**config.mk**
```make
export PLATFORM = sky130hd
export DESIGN_NAME = lcrma_capture
export DESIGN_NICKNAME = d
export VERILOG_FILES = /design/src/rtl/core/lcrma_pkg.sv /design/src/rtl/core/lcrma_capture.sv
export SDC_FILE = /design/constraint.sdc
export NUM_CORES = 1
export LEC_CHECK = 0
export BUFFER_PORTS_ARGS = -buffer_cell sky130_fd_sc_hd__buf_2
export CAP_MARGIN = 15
export CORE_MARGIN = 3
export CORE_UTILIZATION = 61
export CTS_BUF_LIST = sky130_fd_sc_hd__clkbuf_4
export DETAILED_ROUTE_END_ITERATION = 10
export GPL_TIMING_DRIVEN = 0
export PLACE_DENSITY = 0.82
export REMOVE_ABC_BUFFERS = 1
export SLEW_MARGIN = 30
export SYNTH_ARGS = -nofsm -noshare
export SYNTH_HDL_FRONTEND = slang
export SYNTH_SLANG_ARGS = --single-unit
```
**constraint.sdc**
```tcl
create_clock -name clk -period 4.14 [get_ports clk]
set_input_delay 0.207 -clock clk [delete_from_list [all_inputs] [get_ports clk]]
set_output_delay 0.207 -clock clk [all_outputs]
set_load 0.01 [all_outputs]
```
**src/rtl/core/lcrma_pkg.sv**
```systemverilog
// Shared types, constants and helpers for the load cell reader with moving average.
package lcrma_pkg;

  localparam int SAMPLE_BITS  = 24;
  localparam int FILTER_DEPTH = 16;
  localparam int RING_AW      = $clog2(FILTER_DEPTH);
  localparam int SUM_W        = SAMPLE_BITS + RING_AW;
  localparam int BIT_CNT_W    = $clog2(SAMPLE_BITS + 2);
  localparam int RES_W        = 34;
  localparam int WIDE_W       = 36;

  localparam int CFG_IDX_W = 3;
  localparam logic [CFG_IDX_W-1:0] CFG_HALF_PERIOD   = 3'd0;
  localparam logic [CFG_IDX_W-1:0] CFG_REPORT_PERIOD = 3'd1;
  localparam logic [CFG_IDX_W-1:0] CFG_SLOPE         = 3'd2;
  localparam logic [CFG_IDX_W-1:0] CFG_OFFSET        = 3'd3;
  localparam logic [CFG_IDX_W-1:0] CFG_FORCE_GAIN    = 3'd4;

  localparam logic [7:0]         RST_HALF_PERIOD   = 8'd1;
  localparam logic [23:0]        RST_REPORT_PERIOD = 24'd100000;
  localparam logic signed [23:0] RST_SLOPE         = -24'sd280180;
  localparam logic signed [31:0] RST_OFFSET        = 32'sd52071424;
  localparam logic [23:0]        RST_FORCE_GAIN    = 24'd164584;

  typedef struct packed {
    logic                   clock_level;
    logic [SAMPLE_BITS-1:0] raw_nxt;
  } cap_out_t;

  typedef struct packed {
    logic busy;
    logic done;
  } flt_stat_t;

  function automatic logic signed [RES_W-1:0] sat_res(input logic signed [WIDE_W-1:0] v);
    logic signed [WIDE_W-1:0] hi;
    logic signed [WIDE_W-1:0] lo;
    logic signed [RES_W-1:0]  r;
    hi = {{(WIDE_W-RES_W+1){1'b0}}, {(RES_W-1){1'b1}}};
    lo = {{(WIDE_W-RES_W+1){1'b1}}, {(RES_W-1){1'b0}}};
    if (v > hi) begin
      r = {1'b0, {(RES_W-1){1'b1}}};
    end else if (v < lo) begin
      r = {1'b1, {(RES_W-1){1'b0}}};
    end else begin
      r = v[RES_W-1:0];
    end
    return r;
  endfunction

endpackage

```
**src/rtl/core/lcrma_capture.sv**
```systemverilog
// Serial converter front end: start edge detect, clock pulse generation, bit capture.
module lcrma_capture (
  input  logic               clk,
  input  logic               rst_n,
  input  logic               tick,
  input  logic               data_pin,
  input  logic [7:0]         half_period,
  output lcrma_pkg::cap_out_t cap
);
  import lcrma_pkg::*;

  localparam logic [1:0] PH_IDLE = 2'd0;
  localparam logic [1:0] PH_LOW  = 2'd1;
  localparam logic [1:0] PH_HIGH = 2'd2;

  logic [1:0]             phase_r, phase_nxt;
  logic [7:0]             half_cnt_r, half_cnt_nxt;
  logic [BIT_CNT_W-1:0]   bit_cnt_r, bit_cnt_nxt;
  logic [SAMPLE_BITS-1:0] shift_r, shift_nxt;
  logic [SAMPLE_BITS-1:0] raw_r, raw_nxt;
  logic                   prev_r;

  logic [7:0]           half;
  logic [8:0]           cnt_inc;
  logic                 half_end;
  logic [BIT_CNT_W-1:0] bit_inc;

  assign half     = (half_period == 8'd0) ? 8'd1 : half_period;
  assign cnt_inc  = {1'b0, half_cnt_r} + 9'd1;
  assign half_end = (cnt_inc >= {1'b0, half});
  assign bit_inc  = bit_cnt_r + BIT_CNT_W'(1);

  always_comb begin
    phase_nxt    = phase_r;
    half_cnt_nxt = half_cnt_r;
    bit_cnt_nxt  = bit_cnt_r;
    shift_nxt    = shift_r;
    raw_nxt      = raw_r;
    unique case (phase_r)
      PH_LOW: begin
        half_cnt_nxt = cnt_inc[7:0];
        if (half_end) begin
          half_cnt_nxt = 8'd0;
          phase_nxt    = PH_HIGH;
        end
      end
      PH_HIGH: begin
        half_cnt_nxt = cnt_inc[7:0];
        if (half_end) begin
          half_cnt_nxt = 8'd0;
          if (bit_cnt_r < BIT_CNT_W'(SAMPLE_BITS)) begin
            shift_nxt = {shift_r[SAMPLE_BITS-2:0], data_pin};
          end
          if (bit_inc >= BIT_CNT_W'(SAMPLE_BITS + 1)) begin
            raw_nxt     = shift_nxt;
            bit_cnt_nxt = '0;
            phase_nxt   = PH_IDLE;
          end else begin
            bit_cnt_nxt = bit_inc;
            phase_nxt   = PH_LOW;
          end
        end
      end
      default: begin
        phase_nxt = PH_IDLE;
        if (prev_r && !data_pin) begin
          phase_nxt    = PH_LOW;
          half_cnt_nxt = 8'd0;
          bit_cnt_nxt  = '0;
          shift_nxt    = '0;
        end
      end
    endcase
  end

  always_ff @(posedge clk) begin
    if (!rst_n) begin
      phase_r    <= PH_IDLE;
      half_cnt_r <= 8'd0;
      bit_cnt_r  <= '0;
      shift_r    <= '0;
      raw_r      <= '0;
      prev_r     <= 1'b0;
    end else if (tick) begin
      phase_r    <= phase_nxt;
      half_cnt_r <= half_cnt_nxt;
      bit_cnt_r  <= bit_cnt_nxt;
      shift_r    <= shift_nxt;
      raw_r      <= raw_nxt;
      prev_r     <= data_pin;
    end
  end

  assign cap.clock_level = (phase_r == PH_HIGH);
  assign cap.raw_nxt     = raw_nxt;

`ifndef SYNTHESIS
  a_idle_no_bits: assert property (@(posedge clk) disable iff (!rst_n)
    phase_r == PH_IDLE |-> bit_cnt_r == '0)
    else $error("bit counter not clear while idle");
`endif

endmodule

```
==> results.json <==
{
  "syn_area_per_cell_um2": 9.16,
  "root_buffer": "clkbuf_4",
  "p_int_mw": 0.758,
  "core_region_area_um2": 5240,
  "max_stage_delay_ns": 0.41,
  "synth_top_family_by_area": "compound AO/OA/AOI/OAI gates",
  "maxCapViolations": 0,
  "io_pins": 37,
  "arrival_ns": 3.68,
  "overflow": 0,
  "tritoncts": "done",
  "clk-insertion-delay-late_ns": 0.39,
  "hpwl_mm": 4.48,
  "row_count": 26,
  "die_area_um2": 6490,
  "max_clock_freq_ghz": 0.257,
  "leakage_nw": 1.94,
  "synth_cell_types": 47,
  "setup-violations-final": 0,
  "seqPwrFrac_pct": 62.4,
  "slew_headroom_pct": 48.2,
  "r2r_slack_ns": 0.69,
  "yosys.area_share.simple_pct": 15.9,
  "path_class": "flop to output pin",
  "cp-start-kind": "flop",
  "drc": 0,
  "grt_pass1_wl_mm": 10.8,
  "cp.required_ns": 3.93,
  "p_switching_mw": 0.237,
  "synth-xor-area-share_pct": 1.03,
  "wl_per_cell_um": 13.6,
  "path_max_fanout": 10,
  "clockBufferDepth": 2,
  "routed_wl_mm": 6.46,
  "combPwrFrac_pct": 6.3,
  "numCtsBuffers": 9,
  "grt_usage_pct": 20.8,
  "yosys_warnings": 0,
  "path_cells": "ha_1 > and4_1 > nand2_1 > and2_1 > or2_2 > ha_1 > and3_1 > a221o_1 > o211ai_1 > buf_4 > clkbuf_4 > nand2_1 > o21ai_0 > buf_2",
  "ant_nets": 0,
  "grt_max_degree": 45,
  "start_util_pct": 64.7,
  "power_per_cell_area_nw_per_um2": 268,
  "placed_cell_area_um2": 3610,
  "cts.sinks": 64,
  "totalNegativeSetupSlack_ns": 0,
  "clkSlewWorstSetupHoldPaths_ns": 0.11,
  "end_kind": "output pin",
  "multi_input_area_um2": 1940,
  "sw_frac_of_total_pct": 23.8,
  "cts_max_level": 3,
  "vias": 2760,
  "viasPerCell": 5.81,
  "drv_slew": 0,
  "port_buffers": 36,
  "vdd_drop_max_mv": 0.276,
  "grt_use_met2_pct": 35.3,
  "die_y_um": 80.6,
  "drtIter0Drc": 155,
  "hold_class": "input port to flop",
  "rsz0062_at_grt": "false",
  "grt_antenna_before_repair": 0,
  "final_cell_area_um2": 3710,
  "busiest_layer": "met2",
  "tightest_slew_ns": 0.774,
  "ys_ff_latch": 64,
  "finClkSkew_ns": 0.0210,
  "synth_compound_area_share_pct": 26.2,
  "nNetsFinal": 429,
  "period_share_pct": 94.0,
  "postCtsHoldBufs": 0,
  "globalplace.congestion": 0.793,
  "p_clk_share_pct": 31.3,
  "firstDrtPassIters": 4,
  "slowest_stage": "a221o_1",
  "status": "completed",
  "register_area_um2": 1280,
  "die_w_um": 80.6,
  "grt_use_met3_pct": 5.04,
  "synthMuxAreaShare_pct": 8.56,
  "syn2layout_area_growth_pct": 9.52,
  "yosysSeqAreaShare_pct": 37.8,
  "synthCells": 370,
  "grt_util_met1_pct": 25.3,
  "yosys.area_share.adder_pct": 5.17,
  "antennaDiodeCount": 0,
  "drive_above_1_share_pct": 17.8,
  "synth_area_um2": 3390,
  "period_needed_ns": 3.89,
  "hold_viol_final": 0,
  "n_fill_cell": 418,
  "grt_pass1_vias": 2528
}
-- logic make-up after synthesis --
family,after synthesis
compound gates,112
simple gates,112
flops,64
buf+inv,35
mux,29
fa+ha+maj,14
xor+xnor,4
-- synthesized netlist by cell type (all sizes together) --
cell type / instances / area share, %
a31oi: 2 / 0.55
nor2b: 14 / 2.6
ha: 14 / 5.2
a22oi: 2 / 0.44
a21boi: 8 / 1.8
a311oi: 1 / 0.44
a41oi: 1 / 0.26
o21ai: 34 / 5.1
and3: 2 / 0.52
xor2: 3 / 0.78
dfxtp: 64 / 38
o2111a: 1 / 0.33
nor4: 2 / 0.37
a21oi: 4 / 0.59
or3b: 1 / 0.26
nand2: 65 / 7.2
o221ai: 1 / 0.44
a41o: 2 / 0.63
a22o: 24 / 6.2
o31ai: 1 / 0.22
nand2b: 2 / 0.37
buf: 13 / 2.8
o21a: 2 / 0.44
o22ai: 2 / 0.37
nand3b: 1 / 0.22
a221o: 1 / 0.30
clkbuf: 9 / 1.0
nor4b: 1 / 0.70
inv: 13 / 1.4
or2: 5 / 0.92
nor3: 2 / 0.30
a2111oi: 1 / 0.81
mux2i: 29 / 8.6
o211a: 24 / 7.1
xnor2: 1 / 0.26
and2: 3 / 0.55
and4: 1 / 0.26
o211ai: 1 / 0.22
nand3: 7 / 1.0
nor2: 6 / 0.66
-- worst max-delay path, delay by kind of cell, from the launching register on --
family | cells | cell delay [ns]
compound gates | 3 | 0.73
fa+ha+maj | 2 | 0.55
buf+inv | 3 | 0.57
flops | 1 | 0.37
simple gates | 6 | 1.06
-- metrics by stage --
stage	power, mW	cells	setup WS, ns	hold WS [ns]	utilization [%]
floorplan	0.674	348	-0.316	0.333	-
global placement	0.695	454	-1.37	0.461	67.4
detailed placement	0.697	462	0.170	0.481	68.8
CTS	1.00	475	0.0441	0.0567	70.6
global route	1.04	475	0.0107	0.0674	70.9
finish	0.995	475	0.249	0.0738	70.9
-- repair_timing --
item,in CTS,in global routing
gates cloned,0,0
endpoints found under the setup margin,14,18
resized for setup,0,5
pin swaps,1,1
setup buffers,1,0
-- power by group through the flow --
stage | sequential (mW) | combinational (mW) | clock, mW
floorplan | 0.634 | 0.0396 | 0
global placement | 0.635 | 0.0600 | 0
detailed placement | 0.635 | 0.0614 | 0
CTS | 0.621 | 0.0618 | 0.320
global route | 0.622 | 0.0708 | 0.344
finish | 0.621 | 0.0627 | 0.311
-- layer usage --
metal / routed length, µm / part of all wire [%]
met1: 3120 / 48
met2: 3020 / 47
met3: 233 / 3.6
met4: 85 / 1.3
met5: 0 / 0
-- final timing paths --
path	from	endpoint	cells past startpoint
max	half_cnt_r[0]	cap[14]	14
min	data_pin	shift_r[0]	2
max reg2reg	half_cnt_r[0]	shift_r[1]	11
min reg2reg	raw_r[18]	raw_r[18]	1
-- state kept, by name (all words and copies together), names as in the netlist --
signal	count
phase_r	2
raw_r	24
bit_cnt_r	5
prev_r	1
half_cnt_r	8
shift_r	24
-- layout make-up --
cell class / count / share of cell area (%)
Multi-Input combinational cell: 271 / 52.3
Inverter: 13 / 1.31
Clock buffer: 10 / 2.02
Clock inverter: 3 / 0.337
Sequential cell: 64 / 34.5
Tap cell: 70 / 2.36
Timing Repair Buffer: 44 / 7.14
-- cells in the final DEF (no fill, tap or decap), types with 11 or more instances in the layout --
cell type | synthesis | routed
o21ai_0 | 23 | 23
a22o_1 | 24 | 24
nor2b_1 | 14 | 14
nand2_1 | 65 | 64
o211a_1 | 24 | 24
mux2i_1 | 29 | 29
ha_1 | 14 | 14
buf_2 | 5 | 37
inv_1 | 13 | 13
clkbuf_4 | 0 | 11
dfxtp_1 | 64 | 63
Power figures use the tool's default switching activity.
